$ cat src/hw/rtl/mdfr_pkg.sv
// Shared types, codes and CRC helper for the distance frame receiver.
package mdfr_pkg;

  typedef struct packed {
    logic       mode;
    logic [7:0] rx_byte;
  } mdfr_in_t;

  typedef struct packed {
    logic [15:0] distance;
    logic [1:0]  status;
  } mdfr_out_t;

  typedef struct packed {
    logic      valid;
    mdfr_out_t data;
  } mdfr_result_t;

  // Item kinds
  localparam logic MODE_BYTE = 1'b0;
  localparam logic MODE_TICK = 1'b1;

  // Result status codes
  localparam logic [1:0] STATUS_ACCEPT  = 2'd0;
  localparam logic [1:0] STATUS_REJECT  = 2'd1;
  localparam logic [1:0] STATUS_TIMEOUT = 2'd2;

  // Config register indexes
  localparam logic REG_TIMEOUT_TICKS = 1'b0;
  localparam logic REG_MAX_DISTANCE  = 1'b1;

  localparam logic [15:0] TIMEOUT_TICKS_RESET = 16'd100;
  localparam logic [15:0] MAX_DISTANCE_RESET  = 16'd4000;

  // Frame bytes
  localparam logic [7:0] ADDR_BYTE  = 8'h01;
  localparam logic [7:0] HUNT_BYTE  = 8'h03;
  localparam logic [7:0] COUNT_BYTE = 8'h02;

  // Byte positions after the function code
  localparam logic [2:0] POS_COUNT     = 3'd0;
  localparam logic [2:0] POS_DIST_HIGH = 3'd1;
  localparam logic [2:0] POS_DIST_LOW  = 3'd2;
  localparam logic [2:0] POS_CRC_LOW   = 3'd3;
  localparam logic [2:0] POS_CRC_HIGH  = 3'd4;

  localparam logic [15:0] CRC_INIT = 16'hFFFF;
  localparam logic [15:0] CRC_POLY = 16'hA001;

  // One byte through the reflected CRC-16, eight shift steps
  function automatic logic [15:0] crc_feed(input logic [15:0] crc_in, input logic [7:0] b);
    logic [15:0] c;
    c = crc_in ^ {8'h00, b};
    for (int k = 0; k < 8; k++) begin
      if (c[0]) begin
        c = (c >> 1) ^ CRC_POLY;
      end else begin
        c = c >> 1;
      end
    end
    return c;
  endfunction

  // CRC after the fixed header 01 03 02
  localparam logic [15:0] CRC_PREFIX =
    crc_feed(crc_feed(crc_feed(CRC_INIT, ADDR_BYTE), HUNT_BYTE), COUNT_BYTE);

endpackage

$ cat src/hw/rtl/mdfr_parser.sv
// Frame parser state, running CRC and result decision for one item per cycle while go is high.
module mdfr_parser import mdfr_pkg::*; (
  input  logic         clk,
  input  logic         rst,
  input  logic         go,
  input  mdfr_in_t     item,
  input  logic [15:0]  timeout_ticks,
  input  logic [15:0]  max_distance,
  output mdfr_result_t result
);

  logic        synced, synced_next;
  logic [2:0]  byte_position, byte_position_next;
  logic [7:0]  distance_high, distance_high_next;
  logic [7:0]  distance_low, distance_low_next;
  logic [7:0]  crc_low_byte, crc_low_byte_next;
  logic [15:0] last_good_distance, last_good_distance_next;
  logic [15:0] tick_count, tick_count_next;
  logic [15:0] crc, crc_next;

  logic [15:0] tick_inc;
  logic [15:0] frame_distance;
  logic [15:0] rx_crc;

  assign tick_inc       = tick_count + 16'd1;
  assign frame_distance = {distance_high, distance_low};
  assign rx_crc         = {item.rx_byte, crc_low_byte};

  always_comb begin
    synced_next             = synced;
    byte_position_next      = byte_position;
    distance_high_next      = distance_high;
    distance_low_next       = distance_low;
    crc_low_byte_next       = crc_low_byte;
    last_good_distance_next = last_good_distance;
    tick_count_next         = tick_count;
    crc_next                = crc;
    result.valid            = 1'b0;
    result.data.distance    = last_good_distance;
    result.data.status      = STATUS_REJECT;

    if (item.mode == MODE_TICK) begin
      tick_count_next = tick_inc;
      if (tick_inc >= timeout_ticks) begin
        result.valid       = 1'b1;
        result.data.status = STATUS_TIMEOUT;
        synced_next        = 1'b0;
        byte_position_next = POS_COUNT;
        tick_count_next    = 16'd0;
      end
    end else if (!synced) begin
      if (item.rx_byte == HUNT_BYTE) begin
        synced_next        = 1'b1;
        byte_position_next = POS_COUNT;
      end
    end else begin
      case (byte_position)
        POS_COUNT: begin
          if (item.rx_byte != COUNT_BYTE) begin
            synced_next        = 1'b0;
            byte_position_next = POS_COUNT;
          end else begin
            byte_position_next = POS_DIST_HIGH;
          end
        end
        POS_DIST_HIGH: begin
          distance_high_next = item.rx_byte;
          crc_next           = crc_feed(CRC_PREFIX, item.rx_byte);
          byte_position_next = POS_DIST_LOW;
        end
        POS_DIST_LOW: begin
          distance_low_next  = item.rx_byte;
          crc_next           = crc_feed(crc, item.rx_byte);
          byte_position_next = POS_CRC_LOW;
        end
        POS_CRC_LOW: begin
          crc_low_byte_next  = item.rx_byte;
          byte_position_next = POS_CRC_HIGH;
        end
        default: begin
          // CRC high byte closes the frame
          result.valid = 1'b1;
          if (frame_distance <= max_distance && crc == rx_crc) begin
            last_good_distance_next = frame_distance;
            result.data.distance    = frame_distance;
            result.data.status      = STATUS_ACCEPT;
          end
          synced_next        = 1'b0;
          byte_position_next = POS_COUNT;
          tick_count_next    = 16'd0;
        end
      endcase
    end
  end

  always_ff @(posedge clk) begin
    if (rst) begin
      synced             <= 1'b0;
      byte_position      <= POS_COUNT;
      distance_high      <= 8'd0;
      distance_low       <= 8'd0;
      crc_low_byte       <= 8'd0;
      last_good_distance <= 16'd0;
      tick_count         <= 16'd0;
    end else if (go) begin
      synced             <= synced_next;
      byte_position      <= byte_position_next;
      distance_high      <= distance_high_next;
      distance_low       <= distance_low_next;
      crc_low_byte       <= crc_low_byte_next;
      last_good_distance <= last_good_distance_next;
      tick_count         <= tick_count_next;
    end
  end

  // Running CRC is payload; only meaningful once the distance bytes are in
  always_ff @(posedge clk) begin
    if (go) begin
      crc <= crc_next;
    end
  end

endmodule

$ cat src/hw/rtl/modbus_distance_frame_receiver.sv
// Top level: input register, frame parser, result register and config registers.
// Path: an accepted request goes through the input register and the parser into the
//   result register, where its result can be taken (input reg, result reg).
// Throughput: one request per cycle unless stalled; the parser settles each byte or tick
//   in a single pass with the CRC advanced one byte (eight shift steps) per cycle.
// Stall: the input register holds only while the result register is full and stalled.
// Reset (rst, synchronous, active high): parser cleared, last good distance 0,
//   timeout_ticks 100, max_distance 4000, both pipeline registers empty.
module modbus_distance_frame_receiver import mdfr_pkg::*; (
  input  logic        clk,
  input  logic        rst,
  // request channel
  input  logic        in_valid,
  output logic        in_stall,
  input  mdfr_in_t    in_data,
  // result channel
  output logic        out_valid,
  input  logic        out_stall,
  output mdfr_out_t   out_data,
  // configuration writes
  input  logic        cfg_valid,
  output logic        cfg_ready,
  input  logic        cfg_index,
  input  logic [15:0] cfg_data
);

  logic         in_reg_valid;
  mdfr_in_t     in_reg;
  logic         out_full_stalled;
  logic         advance;
  mdfr_result_t result;
  logic [15:0]  timeout_ticks;
  logic [15:0]  max_distance;

  // The result register blocks the pipe only when it holds a request's
  // result and the far side is stalling.
  assign out_full_stalled = out_valid && out_stall;
  assign advance          = in_reg_valid && !out_full_stalled;
  assign in_stall         = in_reg_valid && out_full_stalled;

  // Config is always writable; the sender must write only while the block is idle, which the block does not enforce.
  assign cfg_ready = 1'b1;

  always_ff @(posedge clk) begin
    if (rst) begin
      timeout_ticks <= TIMEOUT_TICKS_RESET;
      max_distance  <= MAX_DISTANCE_RESET;
    end else if (cfg_valid) begin
      case (cfg_index)
        REG_TIMEOUT_TICKS: timeout_ticks <= cfg_data;
        REG_MAX_DISTANCE:  max_distance  <= cfg_data;
        default: ;
      endcase
    end
  end

  // Input register: loads whenever it is not held
  always_ff @(posedge clk) begin
    if (rst) begin
      in_reg_valid <= 1'b0;
    end else if (!in_stall) begin
      in_reg_valid <= in_valid;
    end
  end

  always_ff @(posedge clk) begin
    if (!in_stall) begin
      in_reg <= in_data;
    end
  end

  mdfr_parser u_parser (
    .clk           (clk),
    .rst           (rst),
    .go            (advance),
    .item          (in_reg),
    .timeout_ticks (timeout_ticks),
    .max_distance  (max_distance),
    .result        (result)
  );

  // Result register: refills when empty or drained this cycle
  always_ff @(posedge clk) begin
    if (rst) begin
      out_valid <= 1'b0;
    end else if (!out_full_stalled) begin
      out_valid <= advance && result.valid;
    end
  end

  always_ff @(posedge clk) begin
    if (!out_full_stalled) begin
      out_data <= result.data;
    end
  end

endmodule

$ cat config.mk
export PLATFORM = sky130hd
export DESIGN_NAME = modbus_distance_frame_receiver
export DESIGN_NICKNAME = d
export VERILOG_FILES = /design/src/hw/rtl/mdfr_pkg.sv /design/src/hw/rtl/mdfr_parser.sv /design/src/hw/rtl/modbus_distance_frame_receiver.sv
export SDC_FILE = /design/constraint.sdc
export NUM_CORES = 1
export LEC_CHECK = 0
export ABC_AREA = 1
export BUFFER_PORTS_ARGS = -buffer_cell sky130_fd_sc_hd__buf_2
export CORE_MARGIN = 2
export CORE_UTILIZATION = 61
export DETAILED_ROUTE_END_ITERATION = 12
export PLACE_DENSITY = 0.85
export SLEW_MARGIN = 0
export SYNTH_ARGS = -nofsm -noshare
export SYNTH_HDL_FRONTEND = slang
export SYNTH_SLANG_ARGS = --single-unit
$ cat constraint.sdc
create_clock -name clk -period 4.1 [get_ports clk]
set_input_delay 0.615 -clock clk [delete_from_list [all_inputs] [get_ports clk]]
set_output_delay 0.615 -clock clk [all_outputs]
set_load 0.01 [all_outputs]
==> summary.md, run 1 <==
| Metric | Value |
|---|---|
| P&R area growth vs syn | `12.6%` |
| Critical path class | `flop to flop` |
| NumNets Final | `1072` |
| Psw | `0.773 mW` |
| DR WL/cell | `14.2 um` |
| Critical path origin | `u_parser.tick_count[0]$_SDFFE_PP0P_` |
| Hold Startpoint | `in_data[4]` |
| All-layer global routing usage | `0.269` |
| Most common cell after layout, fill and taps aside | `nand2_1` |
| CP startpoint kind | `flop` |
| Share of power burned in registers | `0.453` |
| CP arrival | `3340 ps` |
| Syn_nets | `1027` |
| Max reg flops | `18` |
| Power per cell area | `394 nW/um2` |
| Register clock-pin slew on the reported worst setup and hold paths | `60 ps` |
| Post-synthesis sequential area ratio | `0.436` |
| Final setup vio count | `0` |
| CORE AREA | `11500 um2` |
| Clock power share | `0.468` |
| Post-DP HPWL | `11800 um` |
| Routed WL | `16500 um` |
| Worst path required time | `4220 ps` |
| Logic pwr share | `0.080` |
| Die height | `113 um` |
| Switch share | `0.240` |
| Max-cap violation count | `0` |
| FP Rows | `39` |
| Ports | `52` |
| Netlist cell types | `39` |
| Worst-path fanout max | `16` |
| Gate Count Post-Synth | `958` |
| GRT overflow | `0` |
| Starting Density | `0.631` |
| Final period util | `0.786` |
| Vias | `6341` |
| CP Capture Type | `flop` |
| Postcts setup bufs | `0` |
| Post-layout min period | `3220 ps` |
| Layout Skew | `6.85 ps` |
| Slew at the pin with the worst max-slew slack | `856 ps` |
| Final Hold Fails | `0` |
| Peak VDD IR | `0.000268 V` |
| Vias in the first global route | `5904` |
| Die width | `113 um` |
| Global-route wire length before repair | `27300 um` |
| Min-Delay Path Class | `input port to flop` |
| Largest register by flop count | `out_data` |
| Worst-Skew Late Latency | `430 ps` |
| RR Startpoint | `u_parser.tick_count[0]$_SDFFE_PP0P_` |
| Area of the die | `12800 um2` |
| Share of cells above drive strength 1 | `0.141` |
| CTS tree | `done` |
| RSZ-0062 raised after global routing | `no` |
| Area of the multi-input gates | `3380 um2` |
| Fmax | `310 MHz` |
| Pre-CTS setup slack | `923 ps` |
| Rel. slew slack | `0.427` |
| Ant diodes | `0` |
| Final slew viol count | `0` |
| Cell leakage power | `3.74 nW` |
| Routability Congestion | `0.881` |
| H-tree depth | `4` |
| Total Neg Setup Slack | `0 ps` |
| Vias per cell | `5.47` |
| Root buffer cell | `clkbuf_16` |
| Status | `finished with violations` |
| Fillers | `897` |
| Pre-antenna DRT Iters | `9` |
| Ys Warns | `0` |
| Reg2Reg Depth | `17` |
| Mapped Area | `7270 um2` |
| Hold-critical path depth | `1` |
| Reg area | `3170 um2` |
| Remaining DRCs | `5` |
| Number of CTS-inserted buffers | `17` |
| Synth Area per Inst | `7.59 um2` |
| Starting DRC count in detailed routing | `608` |
| Failing checks | `design-rule violations` |
| Post-CTS Resized | `0` |
| Synth Register Bits | `137` |
| Cts hold-fix bufs | `0` |
| Commonest non-fill, non-tap cells in the layout | `nand2_1, inv_1, dfxtp_1` |
| Final worst-path setup slack | `876 ps` |
| Clock tree buffer depth | `2` |
| Sink Count | `137` |
| Antenna violations before repair | `0` |
| Cell Int Power | `2.45 mW` |
| I/O Buffers | `50` |
| Post-route ant nets | `0` |
| Largest net degree at the start of global routing | `44` |
## power by group through the flow
stage                     Combinational [mW]  Sequential (mW)  Clock, mW
after floorplan                        0.179             1.48          0
after global placement                 0.246             1.49          0
after detailed placement               0.252             1.49          0
after CTS                              0.254             1.46       1.51
after global routing                   0.294             1.46       1.57
final                                  0.257             1.46       1.51
## layout make-up
cell class / count / share of cell area
Multi-Input combinational cell: 637 / 0.413
Inverter: 155 / 0.0711
Timing Repair Buffer: 55 / 0.0352
Sequential cell: 137 / 0.388
Tap cell: 143 / 0.0219
Clock inverter: 11 / 0.0147
Clock buffer: 21 / 0.0563
## critical path: stages (launching register included)
cell and delay (ps):
dfxtp_1 410, nand3_1 150, inv_2 100, nand3_1 130, nor2_1 230, nand3_1 130
xor2_1 170, inv_2 60, ha_1 290, nand2_1 70, inv_1 50, nand3_1 80
nor2_1 140, nand3_1 100, nand4_1 220, nand3_1 190, nor2_1 130, buf_4 250
## cells by family after synthesis
group / synth area share
xor gates and xnor gates: 0.0289
other: 0.000516
adders and majority gates: 0.0654
DFF: 0.436
buffers and inverters: 0.0983
and+or+nand+nor: 0.244
AOI/OAI and AO/OA: 0.127
## path summary, 6_finish.rpt
check	to	slack, ps
setup / recovery	u_parser.crc[0]$_DFFE_PP_	880
hold / removal	in_reg[4]$_DFFE_PN_	360
hold reg to reg	max_distance[1]$_SDFFE_PP0P_	470
setup reg to reg	u_parser.crc[0]$_DFFE_PP_	880
## Yosys cell counts
cell / instances / area, um2
a21o_1: 1 / 7.51
a21oi_1: 73 / 365
a22oi_1: 2 / 15.0
a31o_2: 1 / 8.76
a31oi_1: 2 / 12.5
a32oi_1: 1 / 8.76
buf_1: 2 / 7.51
buf_2: 10 / 50.1
buf_4: 1 / 7.51
buf_6: 1 / 11.3
clkbuf_1: 15 / 56.3
clkinv_1: 1 / 3.75
conb_1: 1 / 3.75
dfxtp_1: 94 / 1880
edfxtp_1: 43 / 1290
ha_1: 38 / 475
inv_1: 132 / 495
inv_2: 22 / 82.6
nand2_1: 228 / 856
nand2_2: 13 / 81.3
nand3_1: 34 / 170
nand3_2: 1 / 10.0
nand3_4: 1 / 17.5
nand4_1: 32 / 200
nor2_1: 60 / 225
nor2_2: 14 / 87.6
nor2_8: 1 / 20.0
nor3_1: 7 / 35.0
nor3_2: 2 / 20.0
nor4_2: 1 / 12.5
o211ai_1: 10 / 75.1
o21a_1: 2 / 15.0
o21ai_0: 61 / 305
o21ai_1: 20 / 100
o21bai_1: 1 / 7.51
or2_1: 3 / 18.8
or2_2: 3 / 18.8
xnor2_1: 12 / 105
xor2_1: 12 / 105
## metal layers
| layer | global-route usage | share of wire |
|---|---|---|
| met5 | 0 | 0 |
| met4 | 0.110 | 0.019 |
| met3 | 0.0546 | 0.071 |
| met2 | 0.432 | 0.46 |
| met1 | 0.358 | 0.45 |
## per-stage QoR
| step | hold WS (ps) | utilization | power (mW) | instances | area [um2] |
|---|---|---|---|---|---|
| 3_3_place_gp | 453 | 0.660 | 1.73 | 1127 | 7600 |
| 6_report | 358 | 0.711 | 3.22 | 1159 | 8190 |
| 4_1_cts | 357 | 0.711 | 3.22 | 1159 | 8190 |
| 3_5_place_dp | 458 | 0.660 | 1.74 | 1127 | 7600 |
| 2_1_floorplan | 435 | - | 1.66 | 958 | 7270 |
| 5_1_grt | 353 | 0.711 | 3.33 | 1159 | 8190 |
(Power assumes the default switching activity.)
==> inputs of run 2 (changes only) <==
clock period = 3.11 ns   (was 4.1 ns; I/O delays follow)
==> run 2 against run 1 <==
Effect of this change: hold slack got worse by 150 ps; count of clock-buffer cells in the layout fell by 1; first-iteration DRC count fell by 16%; register-to-register slack got worse by 640 ps; die area did not move; the run still ends with design-rule violations left; largest cell class unchanged; sequential share of layout area fell by 0.28 points; total power rose by 30%; critical endpoint is now u_parser.crc[15]$_DFFE_PP_; global-route usage fell by 0.22 points; cell count rose by 0.35%.
==> summary.md, run 2 (synthesis gave the netlist of run 1 again) <==
| Metric | Value |
|---|---|
| Switch share | `0.255 (+0.0154)` |
| Final instance area | `8250 um2 (+0.81%)` |
| Remaining DRCs | `4 (-1)` |
| Final setup vio count | `0 (unchanged)` |
| Global-route wire length before repair | `27100 um (-1.0%)` |
| Layout Skew | `6.23 ps (-0.624 ps)` |
| Ports | `52 (unchanged)` |
| Final slew viol count | `0 (unchanged)` |
| Routed WL | `16200 um (-1.5%)` |
| Worst path max stage delay | `350 ps (-60 ps)` |
| Logic pwr share | `0.083 (+0.003)` |
| Most common cell after layout, fill and taps aside | `nand2_1` |
| Met2 Track Usage GR | `0.412 (-0.0204)` |
| All-layer global routing usage | `0.267 (-0.00216)` |
| Commonest non-fill, non-tap cells in the layout | `nand2_1, inv_1, dfxtp_1` |
| CP cell instances | `nand3_1, inv_2, nand3_1, nor2_2, buf_4, xor2_1, inv_1, ha_1, nand2_1, nor2_1, nand2_1, nand2_1, nand2_1, nand4_1, nand3_2, nor2_4, buf_12` |
| FP Rows | `39 (unchanged)` |
| Hold WS | `209 ps (-148 ps)` |
| Met3 usage | `0.0573 (+0.00268)` |
| Dpl cells | `1130 (+0.27%)` |
| Clock tree buffer depth | `2 (unchanged)` |
| Sink Count | `137 (unchanged)` |
| DR WL/cell | `13.9 um (-1.9%)` |
| Share of power burned in registers | `0.459 (+0.006)` |
| Post-DP HPWL | `11800 um (-0.16%)` |
| Max-cap violation count | `0 (unchanged)` |
| Reg2Reg Depth | `17 (unchanged)` |
| Cell Int Power | `3.12 mW (+27%)` |
| Vias in the first global route | `5838 (-1.1%)` |
| CORE AREA | `11500 um2 (unchanged)` |
| NumNets Final | `1076 (+0.37%)` |
| Hold-critical path depth | `1 (unchanged)` |
| Largest net degree at the start of global routing | `72 (+64%)` |
| Clock power share | `0.458 (-0.010)` |
| Fmax | `347 MHz (+12%)` |
| GRT overflow | `0 (unchanged)` |
| Starting DRC count in detailed routing | `509 (-16%)` |
| Share of cells above drive strength 1 | `0.155 (+0.0142)` |
| Die height | `113 um (unchanged)` |
| CP Capture Type | `flop` |
| Worst path required time | `3250 ps (-970 ps)` |
| Psw | `1.07 mW (+38%)` |
| Slowest stage cell, crit path | `dfxtp_1` |
| Root buffer cell | `clkbuf_16` |
| Largest register by flop count | `out_data` |
| Total Neg Setup Slack | `0 ps (unchanged)` |
| P&R area growth vs syn | `13.5%` |
| M1 GR Usage | `0.358 (+0.000493)` |
| Post-layout min period | `2880 ps (-346 ps)` |
| Pre-antenna DRT Iters | `9 (unchanged)` |
| Peak VDD IR | `0.000450 V (+68%)` |
| Critical path class | `flop to flop` |
| Final period util | `0.926 (+0.139)` |
| Most frequent CP cell | `nand2_1` |
| GRT Max-Usage Layer | `met2` |
| RSZ-0062 raised after global routing | `no` |
| Max reg flops | `18 (unchanged)` |
| Register clock-pin slew on the reported worst setup and hold paths | `60 ps (about the same)` |
| Pre-CTS setup slack | `183 ps (-740 ps)` |
| Number of CTS-inserted buffers | `17 (unchanged)` |
| Buffers plus inverters on the worst setup path | `4 (unchanged)` |
| I/O Buffers | `50 (unchanged)` |
| Vias | `6275 (-1.0%)` |
| Area of the die | `12800 um2 (unchanged)` |
| Final Hold Fails | `0 (unchanged)` |
| Starting Density | `0.631 (unchanged)` |
| Slew at the pin with the worst max-slew slack | `896 ps (+40.3 ps)` |
| CP startpoint kind | `flop` |
| Worst path depth | `17 (unchanged)` |
| Pwr Total | `4.19 mW (+30%)` |
| CP arrival | `3020 ps (-320 ps)` |
| Antenna violations before repair | `0 (unchanged)` |
| Power per cell area | `507 nW/um2 (+29%)` |
| Routability Congestion | `0.937 (+6.3%)` |
| Delay-heaviest family, CP | `simple AND/OR/NAND/NOR gates` |
| Rel. slew slack | `0.400 (-0.0270)` |
| Failing checks | `design-rule violations` |
| Placed cell area | `7650 um2 (+0.66%)` |
| Die width | `113 um (unchanged)` |
| Worst-Skew Late Latency | `430 ps (about the same)` |
| Final std cells w/o fill | `1163 (+0.35%)` |
| Status | `finished with violations` |
| Worst-path fanout max | `16 (unchanged)` |
| Min-Delay Path Class | `input port to flop` |
| Cts hold-fix bufs | `0 (unchanged)` |
| Final worst-path setup slack | `232 ps (-644 ps)` |
| Finished Core Util | `0.717 (+0.00576)` |
| Ant diodes | `0 (unchanged)` |
| Vias per cell | `5.40 (-1.4%)` |
| Post-route ant nets | `0 (unchanged)` |
| H-tree depth | `4 (unchanged)` |
| Cell leakage power | `3.77 nW (+0.89%)` |
| CTS tree | `done` |
-- run 2: layout make-up --
class	instances	area (um2)
inverter	155	582
tap	143	179
multi-input combinational	637	3400
clock buffer	20	467
timing repair buffer	59	343
clock inverter	12	103
fill	923	3260
sequential	137	3180
-- run 2: layer usage --
layer | routed length, um | share of wire
met5 | 0 | 0
met1 | 7220 | 0.45
met4 | 410 | 0.025
met3 | 1130 | 0.070
met2 | 7440 | 0.46
-- run 2: worst register-to-register path, stage by stage (launching register included) --
cell	delay, ps
dfxtp_1	350
nand3_1	130
inv_2	90
nand3_1	130
nor2_2	190
buf_4	130
xor2_1	130
inv_1	80
ha_1	300
nand2_1	80
nor2_1	190
nand2_1	90
nand2_1	70
nand2_1	60
nand4_1	110
nand3_2	140
nor2_4	150
buf_12	160
-- run 2: path summary, 6_finish.rpt --
path,startpoint,endpoint,slack [ps]
worst max-delay path,u_parser.tick_count[1]$_SDFFE_PP0P_,u_parser.crc[15]$_DFFE_PP_,230
worst min-delay path,in_data[3],in_reg[3]$_DFFE_PN_,210
worst max register to register,u_parser.tick_count[1]$_SDFFE_PP0P_,u_parser.crc[15]$_DFFE_PP_,230
worst min register to register,max_distance[1]$_SDFFE_PP0P_,max_distance[1]$_SDFFE_PP0P_,460
-- run 2: repair_timing --
action                                  4_1_cts  5_1_grt
buffers inserted                              0        1
gates resized for setup                       0        7
endpoints found under the setup margin        0       27
-- run 2: power groups by stage --
stage	clock network (mW)	logic, mW	registers, mW
2_1_floorplan	0	0.236	1.96
3_3_place_gp	0	0.328	1.96
3_5_place_dp	0	0.337	1.96
4_1_cts	1.94	0.340	1.92
5_1_grt	2.02	0.394	1.93
6_report	1.92	0.346	1.92
